**src/design/assert_macros.svh**
```systemverilog
// ----------------------------------------------------------------------------
// assert_macros.svh
// Shared concurrent assertion macros for the text extractor blocks.
// ----------------------------------------------------------------------------
`ifndef ASSERT_MACROS_SVH
`define ASSERT_MACROS_SVH

// Property must hold at every rising clock edge outside reset.
`define HTE_ASSERT(label, clk, rst_n, prop, msg) \
    label: assert property (@(posedge clk) disable iff (!rst_n) prop) else $error(msg);

// Expression must never be true outside reset.
`define HTE_ASSERT_NEVER(label, clk, rst_n, expr, msg) \
    `HTE_ASSERT(label, clk, rst_n, !(expr), msg)

`endif

```
**src/design/hte_pkg.sv**
```systemverilog
// ----------------------------------------------------------------------------
// hte_pkg
// Types and character codes shared by the text extractor modules.
// ----------------------------------------------------------------------------
package hte_pkg;

    // Default depth of the event queue between front and back
    localparam int FIFO_DEPTH = 4;

    // Character codes
    localparam logic [7:0] CH_TAB   = 8'h09;
    localparam logic [7:0] CH_CR    = 8'h0D;
    localparam logic [7:0] CH_SPACE = 8'h20;
    localparam logic [7:0] CH_AMP   = 8'h26;
    localparam logic [7:0] CH_LT    = 8'h3C;
    localparam logic [7:0] CH_GT    = 8'h3E;
    localparam logic [7:0] CH_NUL   = 8'h00;

    // One queue entry: a raw text word, or the end-of-document marker;
    // from_last tags entries made while handling the final word of a document
    typedef struct packed {
        logic [7:0] data;
        logic       is_end;
        logic       from_last;
    } t_evt;

endpackage

```
**src/design/hte_front.sv**
```systemverilog
// ----------------------------------------------------------------------------
// hte_front
// Accepts HTML words, tracks tag/script/style state and entity matching, and
// pushes raw text words plus an end-of-document marker into the queue.
// ----------------------------------------------------------------------------
`include "assert_macros.svh"

module hte_front (
    input  logic              i_clk,
    input  logic              i_rst_n,
    input  logic              i_in_valid,
    output logic              o_in_ready,
    input  logic [7:0]        i_in_byte,
    input  logic              i_in_last,
    output logic              o_push,
    output hte_pkg::t_evt     o_evt,
    input  logic              i_full
);

    localparam int WIN_DEPTH  = 9;
    localparam int HOLD_DEPTH = 5;
    localparam int NUM_ENT    = 5;
    localparam int CAND_LEN   = HOLD_DEPTH + 1;

    localparam logic [2:0] ST_IDLE   = 3'd0;
    localparam logic [2:0] ST_EVAL   = 3'd1;
    localparam logic [2:0] ST_FLUSH  = 3'd2;
    localparam logic [2:0] ST_NORM   = 3'd3;
    localparam logic [2:0] ST_END    = 3'd4;
    localparam logic [2:0] ST_LFLUSH = 3'd5;

    localparam logic [63:0] CLOSE_SCRIPT_LC = "</script";
    localparam logic [63:0] CLOSE_SCRIPT_UC = "</SCRIPT";
    localparam logic [55:0] CLOSE_STYLE_LC  = "</style";
    localparam logic [55:0] CLOSE_STYLE_UC  = "</STYLE";
    localparam logic [47:0] OPEN_SCRIP_LC   = "<scrip";
    localparam logic [47:0] OPEN_SCRIP_UC   = "<SCRIP";
    localparam logic [39:0] OPEN_STYL_LC    = "<styl";
    localparam logic [39:0] OPEN_STYL_UC    = "<STYL";
    localparam logic [7:0]  CH_T_LC         = "t";
    localparam logic [7:0]  CH_T_UC         = "T";
    localparam logic [7:0]  CH_E_LC         = "e";
    localparam logic [7:0]  CH_E_UC         = "E";

    localparam logic [3:0] CLOSE_SCRIPT_LEN = 4'd8;
    localparam logic [3:0] CLOSE_STYLE_LEN  = 4'd7;
    localparam logic [3:0] OPEN_SCRIP_LEN   = 4'd6;
    localparam logic [3:0] OPEN_STYL_LEN    = 4'd5;
    localparam logic [3:0] WIN_FULL         = 4'(WIN_DEPTH);

    // Entity texts, left aligned, zero padded to six characters
    localparam logic [47:0] ENT_TXT [NUM_ENT] = '{
        {"&amp;", 8'h00}, {"&lt;", 16'h0000}, {"&gt;", 16'h0000},
        "&quot;", {"&#39;", 8'h00}
    };
    localparam logic [2:0] ENT_LEN [NUM_ENT] = '{3'd5, 3'd4, 3'd4, 3'd6, 3'd5};
    localparam logic [7:0] ENT_DEC [NUM_ENT] = '{"&", "<", ">", "\"", "'"};

    logic [2:0] r_state, n_state;
    logic       r_in_tag, n_in_tag;
    logic       r_scr_body, n_scr_body;
    logic       r_sty_body, n_sty_body;
    logic [3:0] r_win_cnt, n_win_cnt;
    logic [2:0] r_hold_cnt, n_hold_cnt;
    logic [2:0] r_idx, n_idx;
    logic [7:0] r_win [WIN_DEPTH];
    logic [7:0] n_win [WIN_DEPTH];
    logic [7:0] r_hold [HOLD_DEPTH];
    logic [7:0] n_hold [HOLD_DEPTH];
    logic [7:0] r_c;
    logic       r_last;

    logic [8*WIN_DEPTH-1:0] w_win_flat;
    logic [7:0]             w_cand [CAND_LEN];
    logic                   w_ok;
    logic                   w_ent_hit;
    logic                   w_ent_done;
    logic [7:0]             w_ent_dec;
    logic                   w_win_app;
    logic                   w_do_norm;
    logic                   w_finish;
    logic                   w_ready;
    logic                   w_adv;
    logic                   w_acc;
    logic                   w_push;
    hte_pkg::t_evt          w_evt;

    always_comb begin
        for (int i = 0; i < WIN_DEPTH; i++) begin
            w_win_flat[8*(WIN_DEPTH-1-i) +: 8] = r_win[i];
        end
    end

    // Held bytes plus the new word, checked against every entity
    always_comb begin
        for (int i = 0; i < HOLD_DEPTH; i++) begin
            w_cand[i] = (3'(i) < r_hold_cnt) ? r_hold[i] : r_c;
        end
        w_cand[HOLD_DEPTH] = r_c;
        w_ent_hit  = 1'b0;
        w_ent_done = 1'b0;
        w_ent_dec  = hte_pkg::CH_NUL;
        w_ok       = 1'b0;
        for (int e = 0; e < NUM_ENT; e++) begin
            w_ok = (r_hold_cnt < ENT_LEN[e]);
            for (int i = 0; i < CAND_LEN; i++) begin
                if (3'(i) <= r_hold_cnt && w_cand[i] != ENT_TXT[e][47-8*i -: 8]) begin
                    w_ok = 1'b0;
                end
            end
            if (w_ok && !w_ent_hit) begin
                w_ent_hit  = 1'b1;
                w_ent_done = ((r_hold_cnt + 3'd1) == ENT_LEN[e]);
                w_ent_dec  = ENT_DEC[e];
            end
        end
    end

    assign w_win_app = (r_win_cnt != 4'd0) && (r_win_cnt < WIN_FULL);

    always_comb begin
        n_state     = r_state;
        n_in_tag    = r_in_tag;
        n_scr_body  = r_scr_body;
        n_sty_body  = r_sty_body;
        n_win_cnt   = r_win_cnt;
        n_hold_cnt  = r_hold_cnt;
        n_idx       = r_idx;
        n_win       = r_win;
        n_hold      = r_hold;
        w_push      = 1'b0;
        w_evt       = '{data: hte_pkg::CH_NUL, is_end: 1'b0, from_last: r_last};
        w_ready     = 1'b0;
        w_do_norm   = 1'b0;
        w_finish    = 1'b0;

        case (r_state)
            ST_IDLE: begin
                w_ready = 1'b1;
                if (i_in_valid) begin
                    n_state = ST_EVAL;
                end
            end
            ST_EVAL: begin
                if (r_hold_cnt != 3'd0) begin
                    if (w_ent_hit) begin
                        if (w_ent_done) begin
                            w_push      = 1'b1;
                            w_evt.data  = w_ent_dec;
                            n_hold_cnt  = 3'd0;
                        end else begin
                            n_hold[r_hold_cnt] = r_c;
                            n_hold_cnt         = r_hold_cnt + 3'd1;
                        end
                        w_finish = 1'b1;
                    end else begin
                        // broken entity: replay the held words first
                        n_state = ST_FLUSH;
                        n_idx   = 3'd0;
                    end
                end else begin
                    w_do_norm = 1'b1;
                    w_finish  = 1'b1;
                end
            end
            ST_NORM: begin
                w_do_norm = 1'b1;
                w_finish  = 1'b1;
            end
            ST_FLUSH, ST_LFLUSH: begin
                w_push     = 1'b1;
                w_evt.data = r_hold[r_idx];
                if (r_idx == r_hold_cnt - 3'd1) begin
                    n_hold_cnt = 3'd0;
                    n_state    = (r_state == ST_FLUSH) ? ST_NORM : ST_END;
                end else begin
                    n_idx = r_idx + 3'd1;
                end
            end
            ST_END: begin
                if (r_hold_cnt != 3'd0) begin
                    n_state = ST_LFLUSH;
                    n_idx   = 3'd0;
                end else begin
                    // mark end of document and return to reset state
                    w_push       = 1'b1;
                    w_evt.is_end = 1'b1;
                    n_in_tag     = 1'b0;
                    n_scr_body   = 1'b0;
                    n_sty_body   = 1'b0;
                    n_win_cnt    = 4'd0;
                    n_hold_cnt   = 3'd0;
                    n_state      = ST_IDLE;
                end
            end
            default: begin
                n_state = ST_IDLE;
            end
        endcase

        if (w_do_norm) begin
            if (r_c == hte_pkg::CH_LT) begin
                n_win[0]  = hte_pkg::CH_LT;
                n_win_cnt = 4'd1;
                n_in_tag  = 1'b1;
            end else if (r_c == hte_pkg::CH_GT) begin
                n_in_tag = 1'b0;
                if (r_scr_body) begin
                    if (r_win_cnt == CLOSE_SCRIPT_LEN &&
                        (w_win_flat[8*WIN_DEPTH-1 -: 64] == CLOSE_SCRIPT_LC ||
                         w_win_flat[8*WIN_DEPTH-1 -: 64] == CLOSE_SCRIPT_UC)) begin
                        n_scr_body = 1'b0;
                    end
                end else if (r_sty_body) begin
                    if (r_win_cnt == CLOSE_STYLE_LEN &&
                        (w_win_flat[8*WIN_DEPTH-1 -: 56] == CLOSE_STYLE_LC ||
                         w_win_flat[8*WIN_DEPTH-1 -: 56] == CLOSE_STYLE_UC)) begin
                        n_sty_body = 1'b0;
                    end
                end
                if (w_win_app) begin
                    n_win[r_win_cnt] = r_c;
                    n_win_cnt        = r_win_cnt + 4'd1;
                end
            end else begin
                if (w_win_app) begin
                    n_win[r_win_cnt] = r_c;
                    n_win_cnt        = r_win_cnt + 4'd1;
                end
                // window reads a full opening name once this word lands
                if (r_win_cnt == OPEN_SCRIP_LEN &&
                    ((r_c == CH_T_LC && w_win_flat[8*WIN_DEPTH-1 -: 48] == OPEN_SCRIP_LC) ||
                     (r_c == CH_T_UC && w_win_flat[8*WIN_DEPTH-1 -: 48] == OPEN_SCRIP_UC)))
                begin
                    n_scr_body = 1'b1;
                end else if (r_win_cnt == OPEN_STYL_LEN &&
                    ((r_c == CH_E_LC && w_win_flat[8*WIN_DEPTH-1 -: 40] == OPEN_STYL_LC) ||
                     (r_c == CH_E_UC && w_win_flat[8*WIN_DEPTH-1 -: 40] == OPEN_STYL_UC)))
                begin
                    n_sty_body = 1'b1;
                end
                if (!(n_scr_body || n_sty_body || r_in_tag)) begin
                    if (r_c == hte_pkg::CH_AMP) begin
                        n_hold[0]  = hte_pkg::CH_AMP;
                        n_hold_cnt = 3'd1;
                    end else begin
                        w_push     = 1'b1;
                        w_evt.data = r_c;
                    end
                end
            end
        end

        // take the next word in the same cycle this one finishes, unless it is the final word or its push stalls
        if (w_finish) begin
            if (r_last) begin
                n_state = ST_END;
            end else begin
                w_ready = !w_push || !i_full;
                n_state = (w_ready && i_in_valid) ? ST_EVAL : ST_IDLE;
            end
        end
    end

    assign w_adv      = !w_push || !i_full;
    assign w_acc      = i_in_valid && w_ready;
    assign o_in_ready = w_ready;
    assign o_push     = w_push && !i_full;
    assign o_evt      = w_evt;

    always_ff @(posedge i_clk) begin
        if (!i_rst_n) begin
            r_state     <= ST_IDLE;
            r_in_tag    <= 1'b0;
            r_scr_body  <= 1'b0;
            r_sty_body  <= 1'b0;
            r_win_cnt   <= 4'd0;
            r_hold_cnt  <= 3'd0;
            r_idx       <= 3'd0;
        end else if (w_adv) begin
            r_state     <= n_state;
            r_in_tag    <= n_in_tag;
            r_scr_body  <= n_scr_body;
            r_sty_body  <= n_sty_body;
            r_win_cnt   <= n_win_cnt;
            r_hold_cnt  <= n_hold_cnt;
            r_idx       <= n_idx;
        end
    end

    always_ff @(posedge i_clk) begin
        if (w_adv) begin
            r_win  <= n_win;
            r_hold <= n_hold;
        end
        if (w_acc) begin
            r_c    <= i_in_byte;
            r_last <= i_in_last;
        end
    end

    `HTE_ASSERT(a_flush_has_hold, i_clk, i_rst_n, (r_state == ST_FLUSH || r_state == ST_LFLUSH) |-> (r_hold_cnt != 3'd0 && r_idx < r_hold_cnt), "flush with no held word")
    `HTE_ASSERT(a_counts_bounded, i_clk, i_rst_n, (r_win_cnt <= WIN_FULL) && (r_hold_cnt <= 3'(HOLD_DEPTH)), "window or hold count out of range")
    `HTE_ASSERT(a_accept_evals, i_clk, i_rst_n, w_acc |=> (r_state == ST_EVAL), "accepted word not evaluated")

endmodule

```
**src/design/hte_fifo.sv**
```systemverilog
// ----------------------------------------------------------------------------
// hte_fifo
// Short event queue that decouples the classifying front from the output back.
// ----------------------------------------------------------------------------
`include "assert_macros.svh"

module hte_fifo #(
    parameter int DEPTH = hte_pkg::FIFO_DEPTH
) (
    input  logic          i_clk,
    input  logic          i_rst_n,
    input  logic          i_push,
    input  hte_pkg::t_evt i_evt,
    output logic          o_full,
    input  logic          i_pop,
    output hte_pkg::t_evt o_evt,
    output logic          o_empty
);

    localparam int PTR_W = (DEPTH > 1) ? $clog2(DEPTH) : 1;
    localparam int CNT_W = $clog2(DEPTH + 1);

    hte_pkg::t_evt    r_mem [DEPTH];
    logic [PTR_W-1:0] r_wr, n_wr;
    logic [PTR_W-1:0] r_rd, n_rd;
    logic [CNT_W-1:0] r_cnt, n_cnt;

    assign o_full  = (r_cnt == CNT_W'(DEPTH));
    assign o_empty = (r_cnt == '0);
    assign o_evt   = r_mem[r_rd];

    always_comb begin
        n_wr  = r_wr;
        n_rd  = r_rd;
        n_cnt = r_cnt;
        if (i_push) begin
            n_wr = (r_wr == PTR_W'(DEPTH - 1)) ? '0 : r_wr + 1'b1;
        end
        if (i_pop) begin
            n_rd = (r_rd == PTR_W'(DEPTH - 1)) ? '0 : r_rd + 1'b1;
        end
        if (i_push && !i_pop) begin
            n_cnt = r_cnt + 1'b1;
        end else if (!i_push && i_pop) begin
            n_cnt = r_cnt - 1'b1;
        end
    end

    always_ff @(posedge i_clk) begin
        if (!i_rst_n) begin
            r_wr  <= '0;
            r_rd  <= '0;
            r_cnt <= '0;
        end else begin
            r_wr  <= n_wr;
            r_rd  <= n_rd;
            r_cnt <= n_cnt;
        end
    end

    always_ff @(posedge i_clk) begin
        if (i_push) begin
            r_mem[r_wr] <= i_evt;
        end
    end

    `HTE_ASSERT_NEVER(a_no_overflow, i_clk, i_rst_n, i_push && o_full, "push into full queue")
    `HTE_ASSERT_NEVER(a_no_underflow, i_clk, i_rst_n, i_pop && o_empty, "pop from empty queue")
    `HTE_ASSERT(a_ptr_in_range, i_clk, i_rst_n, (r_wr <= PTR_W'(DEPTH - 1)) && (r_rd <= PTR_W'(DEPTH - 1)), "queue pointer out of range")

endmodule

```
**src/design/hte_back.sv**
```systemverilog
// ----------------------------------------------------------------------------
// hte_back
// Collapses whitespace runs, stages one text word so the final word of a
// document can carry the last flag, and drives the output register.
// ----------------------------------------------------------------------------
`include "assert_macros.svh"

module hte_back (
    input  logic          i_clk,
    input  logic          i_rst_n,
    input  hte_pkg::t_evt i_evt,
    input  logic          i_empty,
    output logic          o_pop,
    output logic          o_out_valid,
    input  logic          i_out_ready,
    output logic [7:0]    o_out_byte,
    output logic          o_out_has_byte,
    output logic          o_out_last
);

    logic       r_stg_v, n_stg_v;
    logic [7:0] r_stg_byte, n_stg_byte;
    logic       r_stg_fin, n_stg_fin;
    logic       r_last_space, n_last_space;
    logic       r_out_valid, n_out_valid;
    logic [7:0] r_out_byte, n_out_byte;
    logic       r_out_has_byte, n_out_has_byte;
    logic       r_out_last, n_out_last;
    logic       w_ws;
    logic       w_out_free;
    logic       w_load;

    always_comb begin
        w_ws = i_evt.data inside {hte_pkg::CH_SPACE, [hte_pkg::CH_TAB:hte_pkg::CH_CR]};
    end

    assign w_out_free = !r_out_valid || i_out_ready;

    always_comb begin
        n_stg_v        = r_stg_v;
        n_stg_byte     = r_stg_byte;
        n_stg_fin      = r_stg_fin;
        n_last_space   = r_last_space;
        n_out_byte     = r_out_byte;
        n_out_has_byte = r_out_has_byte;
        n_out_last     = r_out_last;
        o_pop          = 1'b0;
        w_load         = 1'b0;

        if (!i_empty) begin
            if (i_evt.is_end) begin
                if (w_out_free) begin
                    w_load = 1'b1;
                    if (r_stg_v && !r_stg_fin) begin
                        // staged word predates the final word: send it plain, keep the marker
                        n_out_byte     = r_stg_byte;
                        n_out_has_byte = 1'b1;
                        n_out_last     = 1'b0;
                        n_stg_v        = 1'b0;
                    end else begin
                        // close the document on the staged word, or a bare marker
                        o_pop          = 1'b1;
                        n_out_byte     = r_stg_v ? r_stg_byte : hte_pkg::CH_NUL;
                        n_out_has_byte = r_stg_v;
                        n_out_last     = 1'b1;
                        n_stg_v        = 1'b0;
                        n_last_space   = 1'b0;
                    end
                end
            end else if (w_ws && r_last_space) begin
                o_pop = 1'b1;
            end else if (!r_stg_v) begin
                o_pop        = 1'b1;
                n_stg_v      = 1'b1;
                n_stg_byte   = w_ws ? hte_pkg::CH_SPACE : i_evt.data;
                n_stg_fin    = i_evt.from_last;
                n_last_space = w_ws;
            end else if (w_out_free) begin
                o_pop          = 1'b1;
                w_load         = 1'b1;
                n_out_byte     = r_stg_byte;
                n_out_has_byte = 1'b1;
                n_out_last     = 1'b0;
                n_stg_byte     = w_ws ? hte_pkg::CH_SPACE : i_evt.data;
                n_stg_fin      = i_evt.from_last;
                n_last_space   = w_ws;
            end
        end

        n_out_valid = w_load || (r_out_valid && !i_out_ready);
    end

    always_ff @(posedge i_clk) begin
        if (!i_rst_n) begin
            r_stg_v      <= 1'b0;
            r_last_space <= 1'b0;
            r_out_valid  <= 1'b0;
        end else begin
            r_stg_v      <= n_stg_v;
            r_last_space <= n_last_space;
            r_out_valid  <= n_out_valid;
        end
    end

    always_ff @(posedge i_clk) begin
        r_stg_byte     <= n_stg_byte;
        r_stg_fin      <= n_stg_fin;
        r_out_byte     <= n_out_byte;
        r_out_has_byte <= n_out_has_byte;
        r_out_last     <= n_out_last;
    end

    assign o_out_valid    = r_out_valid;
    assign o_out_byte     = r_out_byte;
    assign o_out_has_byte = r_out_has_byte;
    assign o_out_last     = r_out_last;

    `HTE_ASSERT(a_end_closes, i_clk, i_rst_n, (o_pop && i_evt.is_end) |=> (r_out_valid && r_out_last && !r_stg_v && !r_last_space), "end marker did not close document")
    `HTE_ASSERT(a_empty_is_last, i_clk, i_rst_n, (r_out_valid && !r_out_has_byte) |-> r_out_last, "empty word without last flag")

endmodule

```
**src/design/html_text_extractor.sv**
```systemverilog
// ----------------------------------------------------------------------------
// html_text_extractor
// Streams HTML words in and visible text words out.
// ----------------------------------------------------------------------------
// Input channel: i_in_valid/o_in_ready carry one HTML word (i_in_byte) and
// i_in_last, which marks the final word of a document. Output channel:
// o_out_valid/i_out_ready carry o_out_byte, o_out_has_byte and o_out_last.
// Tags, script and style bodies are dropped, the five common entities are
// decoded and whitespace runs collapse to one space.
// Throughput: one word per cycle on plain text and tags while the queue
// has room, set by the front sequencer's evaluate step; the first word
// after idle also passes the idle step. A broken entity adds a replay of
// each held word and a step for the breaking word. A final word adds an
// end step, after a replay of the held words when an entity is still open.
// Flow: a text word is registered in the front, pushed into the queue and
// staged in the back until the next text word or the end of the document
// arrives, so the last word can carry o_out_last. When the final word yields
// no text, the document ends in one word with o_out_has_byte low.
// Reset clears all tag, entity and whitespace state and empties the queue.
// When the receiver stalls, the output register holds, the back stops
// draining the queue, and o_in_ready drops when a push meets a full queue.
// ----------------------------------------------------------------------------

module html_text_extractor #(
    parameter int FIFO_DEPTH = hte_pkg::FIFO_DEPTH
) (
    input  logic       i_clk,
    input  logic       i_rst_n,
    input  logic       i_in_valid,
    output logic       o_in_ready,
    input  logic [7:0] i_in_byte,
    input  logic       i_in_last,
    output logic       o_out_valid,
    input  logic       i_out_ready,
    output logic [7:0] o_out_byte,
    output logic       o_out_has_byte,
    output logic       o_out_last
);

    logic          w_push;
    logic          w_full;
    logic          w_pop;
    logic          w_empty;
    hte_pkg::t_evt w_evt_in;
    hte_pkg::t_evt w_evt_out;

    hte_front u_front (
        .i_clk      (i_clk),
        .i_rst_n    (i_rst_n),
        .i_in_valid (i_in_valid),
        .o_in_ready (o_in_ready),
        .i_in_byte  (i_in_byte),
        .i_in_last  (i_in_last),
        .o_push     (w_push),
        .o_evt      (w_evt_in),
        .i_full     (w_full)
    );

    hte_fifo #(
        .DEPTH (FIFO_DEPTH)
    ) u_fifo (
        .i_clk   (i_clk),
        .i_rst_n (i_rst_n),
        .i_push  (w_push),
        .i_evt   (w_evt_in),
        .o_full  (w_full),
        .i_pop   (w_pop),
        .o_evt   (w_evt_out),
        .o_empty (w_empty)
    );

    hte_back u_back (
        .i_clk          (i_clk),
        .i_rst_n        (i_rst_n),
        .i_evt          (w_evt_out),
        .i_empty        (w_empty),
        .o_pop          (w_pop),
        .o_out_valid    (o_out_valid),
        .i_out_ready    (i_out_ready),
        .o_out_byte     (o_out_byte),
        .o_out_has_byte (o_out_has_byte),
        .o_out_last     (o_out_last)
    );

endmodule

```
**config.mk**
```make
export PLATFORM = sky130hd
export DESIGN_NAME = html_text_extractor
export DESIGN_NICKNAME = d
export VERILOG_FILES = /design/src/design/hte_pkg.sv /design/src/design/hte_front.sv /design/src/design/hte_fifo.sv /design/src/design/hte_back.sv /design/src/design/html_text_extractor.sv
export VERILOG_INCLUDE_DIRS = /design/src /design/src/design
export SDC_FILE = /design/constraint.sdc
export NUM_CORES = 1
export LEC_CHECK = 0
export ABC_AREA = 1
export BUFFER_PORTS_ARGS = -buffer_cell sky130_fd_sc_hd__buf_2
export CELL_PAD_IN_SITES_DETAIL_PLACEMENT = 1
export CELL_PAD_IN_SITES_GLOBAL_PLACEMENT = 1
export CORE_ASPECT_RATIO = 1.1
export CORE_MARGIN = 1.5
export CORE_UTILIZATION = 30
export CTS_BUF_LIST = sky130_fd_sc_hd__clkbuf_4
export CTS_CLUSTER_SIZE = 24
export DETAILED_ROUTE_END_ITERATION = 12
export PLACE_DENSITY_LB_ADDON = 0.1
export SYNTH_ARGS = -nofsm -noshare
export SYNTH_HDL_FRONTEND = slang
export SYNTH_HIERARCHICAL = 1
export SYNTH_SLANG_ARGS = --single-unit
```
**constraint.sdc**
```tcl
create_clock -name i_clk -period 6.3 [get_ports i_clk]
set_clock_uncertainty 0.05 [all_clocks]
set_input_delay 0.945 -clock i_clk [delete_from_list [all_inputs] [get_ports i_clk]]
set_output_delay 0.945 -clock i_clk [all_outputs]
set_load 0.02 [all_outputs]
```
==> flow_summary.rst <==
.. list-table::
   :header-rows: 1

   * - Metric
     - Value
   * - Max-slew headroom at the worst pin
     - 0.3656
   * - Worst R2R Start
     - u_front/r_c[1]
   * - Average cell area after synthesis
     - 8.500 um^2
   * - Area enclosed by the die boundary
     - 0.03687 mm^2
   * - I/O pins
     - 25
   * - Number of iterations in the first detailed-routing pass
     - 5
   * - Iteration-0 DRC count of the detailed router
     - 410
   * - Clock insertion delay at the later pin of the skew report
     - 0.64 ns
   * - FMAX
     - 0.1822 GHz
   * - Most instantiated flip-flop cell in the synthesis netlist
     - edfxtp_1
   * - Effective utilization at floorplan
     - 0.3043
   * - Launch point of the worst path
     - u_front/r_c[1]
   * - Net count after synthesis
     - 1291
   * - Fin Hold WS
     - 0.4225 ns
   * - Half-perimeter wire length of the detailed placement result
     - 26.16 mm
   * - Final estimated routing congestion in global placement
     - 0.8656
   * - EDFF count, synth
     - 172
   * - Ratio of cells with drive above 1 in the final layout
     - 0.08538
   * - Utilization after layout
     - 0.3305
   * - Type of the most critical hold path
     - primary input to register
   * - I/O Buffers
     - 24
   * - Slew at the pin closest to its max-slew limit
     - 0.9276 ns
   * - Placed Cells incl. Taps
     - 1749
   * - Global routing usage summed across all routing layers
     - 0.1940
   * - Count of cell types in the netlist
     - 52
   * - Count of standard-cell rows
     - 72
   * - Cell count of the worst reg-to-reg path
     - 19
   * - Number of vias per cell
     - 4.873
   * - Pwr dens
     - 393.9 mW/mm^2
   * - TritonCTS buffer count
     - 17
   * - Async set-or-reset flop fraction in the synthesized netlist
     - 0
   * - TritonCTS clock tree
     - built
   * - Gr ovfl total
     - 0
   * - Final count of hold timing violations
     - 0
   * - Antenna violations before repair
     - 1
   * - Launch instance of the worst min-delay path
     - i_in_last
   * - Number of max-capacitance violations reported
     - 0
   * - Worst path buffer plus inverter count
     - 2
   * - Die outline height
     - 201.3 um
   * - Routed wirelength normalized by instance count
     - 19.38 um
   * - Status
     - completed
   * - Gate count after technology mapping
     - 1261
   * - DR DRC count
     - 0
   * - Crit-path leading delay family
     - simple AND/OR/NAND/NOR gates
   * - Final antenna-violating net count
     - 0
   * - Share of the synthesized area in the top cell type
     - 0.4818
   * - Post-layout net count
     - 1317
   * - Hold Crit Endpoint
     - u_front/r_last
   * - Post-CTS setup buffers
     - 0
   * - Synthesis Warnings
     - 6
   * - VDD IR-drop max
     - 0.0001483 V
   * - Standard cell with the maximum stage delay on the critical path
     - edfxtp_1
   * - Synthesized flop and latch total
     - 200
   * - Largest incremental delay on the critical path
     - 0.89 ns
   * - Critical Path AT
     - 4.49 ns
   * - CP Data Required Time
     - 5.30 ns
   * - Root cell of the clock tree
     - clkbuf_4
   * - Final critical delay including setup and external delays
     - 5.487 ns
   * - Reg2reg setup slack
     - 1.47 ns
   * - Biggest area consumer among synthesized cells
     - edfxtp_1
   * - Post-cts resize count
     - 0
   * - Most frequent cell on the critical path
     - nand2_1
   * - Type of origin of the critical path
     - register
   * - Crit-path max FO
     - 31
   * - Critical path start-end classification
     - register to primary output
   * - Fin Setup TNS
     - 0 ns
   * - Via Count
     - 8684
   * - Number of failing setup endpoints in the final timing report
     - 0
   * - # H-tree levels
     - 4
   * - Final Max Slew Viols
     - 0
   * - Post-Syn Area
     - 0.01072 mm^2
   * - Signed area change from the synthesized netlist to the final layout
     - 8.591%
   * - CTS clk-pin slew, worst paths
     - 0.17 ns
   * - Final cell count without fillers
     - 1782
   * - Portion of the post-synthesis area used by sequential elements
     - 0.5341
   * - Element type at the critical path end
     - primary output
   * - Clock Sinks
     - 200
   * - Critical path, cell by cell
     - inv_1, o21ai_0, nand2_1, nor2_1, nand2_1, a21oi_2, nand2_1, nand2_1, nand3_1, nand2_1, nor2_1, nand3_1, nand2_2, nand2_2, nand3_2, nand2_4, nand2_1, nand2_1, buf_2
   * - Core Area
     - 0.03522 mm^2
   * - Final clock period utilization by the worst path
     - 0.8710
   * - Largest cells by area after synthesis
     - edfxtp_1 (48%), nand2_1 (10%), nor2_1 (6.1%), inv_1 (5.5%), dfxtp_1 (5.2%)
   * - Min-Delay Path Depth
     - 1
   * - Number of global-route vias before repair
     - 9046
   * - Horizontal die dimension
     - 183.2 um
   * - First-pass GRT wire length
     - 53.30 mm
   * - Maximum number of pins on one net before global-route repair
     - 32
   * - Number of buffers between clock root and the deepest sink
     - 2
   * - Standby leakage power
     - 4.660 nW
   * - Wirelength, routed
     - 34.53 mm
   * - Unrepaired setup endpoints after global routing
     - no
   * - Hold-fix buffer count after cts
     - 0
==> Yosys cell counts, drive strengths merged (6+ instances only) <==
| cell | n |
|---|---|
| nand2 | 296 |
| nor2 | 182 |
| edfxtp | 172 |
| inv | 167 |
| o21ai | 95 |
| nand3 | 75 |
| a21oi | 51 |
| nor3 | 31 |
| dfxtp | 28 |
| nand4 | 28 |
| buf | 22 |
| nor4 | 20 |
| ha | 16 |
| o22ai | 15 |
| clkbuf | 13 |
| a22oi | 6 |
==> cell families after synthesis <==
logic type / Yosys count / synth area share
adder cells (fa/ha/maj): 17 / 0.02054
AO/OA/AOI/OAI: 190 / 0.09945
flip-flops: 200 / 0.5341
AND/OR/NAND/NOR: 641 / 0.2589
buffers and inverters: 206 / 0.08124
XOR/XNOR: 7 / 0.005720
==> where the power goes <==
part | leakage (nW) | switching [W] | internal [W]
clock network | 0.151 | 0.000508 | 0.000214
registers | 1.81 | 0.000173 | 0.00184
logic | 2.70 | 0.00134 | 0.000509
total | 4.66 | 0.00203 | 0.00256
==> worst register-to-register path, stage by stage, from the launching register on <==
cell and delay, ns:
edfxtp_1 0.89, inv_1 0.41, o21ai_0 0.33, nand2_1 0.12, nor2_1 0.09, nand2_1 0.08, a21oi_2 0.22, nand2_1 0.10
nand2_1 0.07, nand3_1 0.15, nand2_1 0.12, nor2_1 0.07, nand3_1 0.16, nand2_2 0.12, nand2_2 0.10, nand3_2 0.11
nand2_4 0.33, nand3_2 0.30, nor2_1 0.53, buf_4 0.25
==> metrics by stage <==
step                instance area [um^2]  power (W)  setup WS (ns)
detailed placement                 11350   0.003924          1.431
finish                             11640   0.004585         0.8125
floorplan                          10720   0.003269          2.623
global route                       11640   0.004943         0.2901
CTS                                11640   0.004653         0.6647
global placement                   11350   0.003906          1.529
==> layer usage <==
layer / vias to the layer above / part of all wire / track usage
li1: 4298 / - / -
met1: 4248 / 0.45 / 0.2389
met2: 111 / 0.51 / 0.3476
met3: 27 / 0.025 / 0.02950
met4: 0 / 0.022 / 0.05708
met5: - / 0 / 0
==> worst max-delay path by stage <==
stage,slack (ns),to,depth (start not counted)
6_report,0.81,o_in_ready,19
5_1_grt,0.29,o_in_ready,19
4_1_cts,0.66,o_in_ready,19
3_5_place_dp,1.43,o_in_ready,19
3_3_place_gp,1.53,o_in_ready,19
2_1_floorplan,2.62,register,19
==> placed cells by master (no fill, tap or decap), types with 16 or more instances in the layout <==
cell	count
a21oi_1	48
o21ai_0	60
clkbuf_4	17
edfxtp_1	172
nand2_1	288
nor3_1	30
ha_1	16
nand3_1	71
nor2_1	175
inv_1	156
dfxtp_1	28
nand4_1	27
o21ai_1	35
buf_2	24
buf_4	18
nor4_1	20
==> layout make-up <==
cell class | instances | area (um^2)
Multi-Input combinational cell | 855 | 4123
Clock inverter | 15 | 162.7
Clock buffer | 17 | 127.6
Antenna cell | 1 | 2.502
Inverter | 171 | 641.9
Tap cell | 481 | 601.8
Fill cell | 4207 | 23580
Sequential cell | 200 | 5725
Timing Repair Buffer | 42 | 255.2
Power figures use the tool's default switching activity.
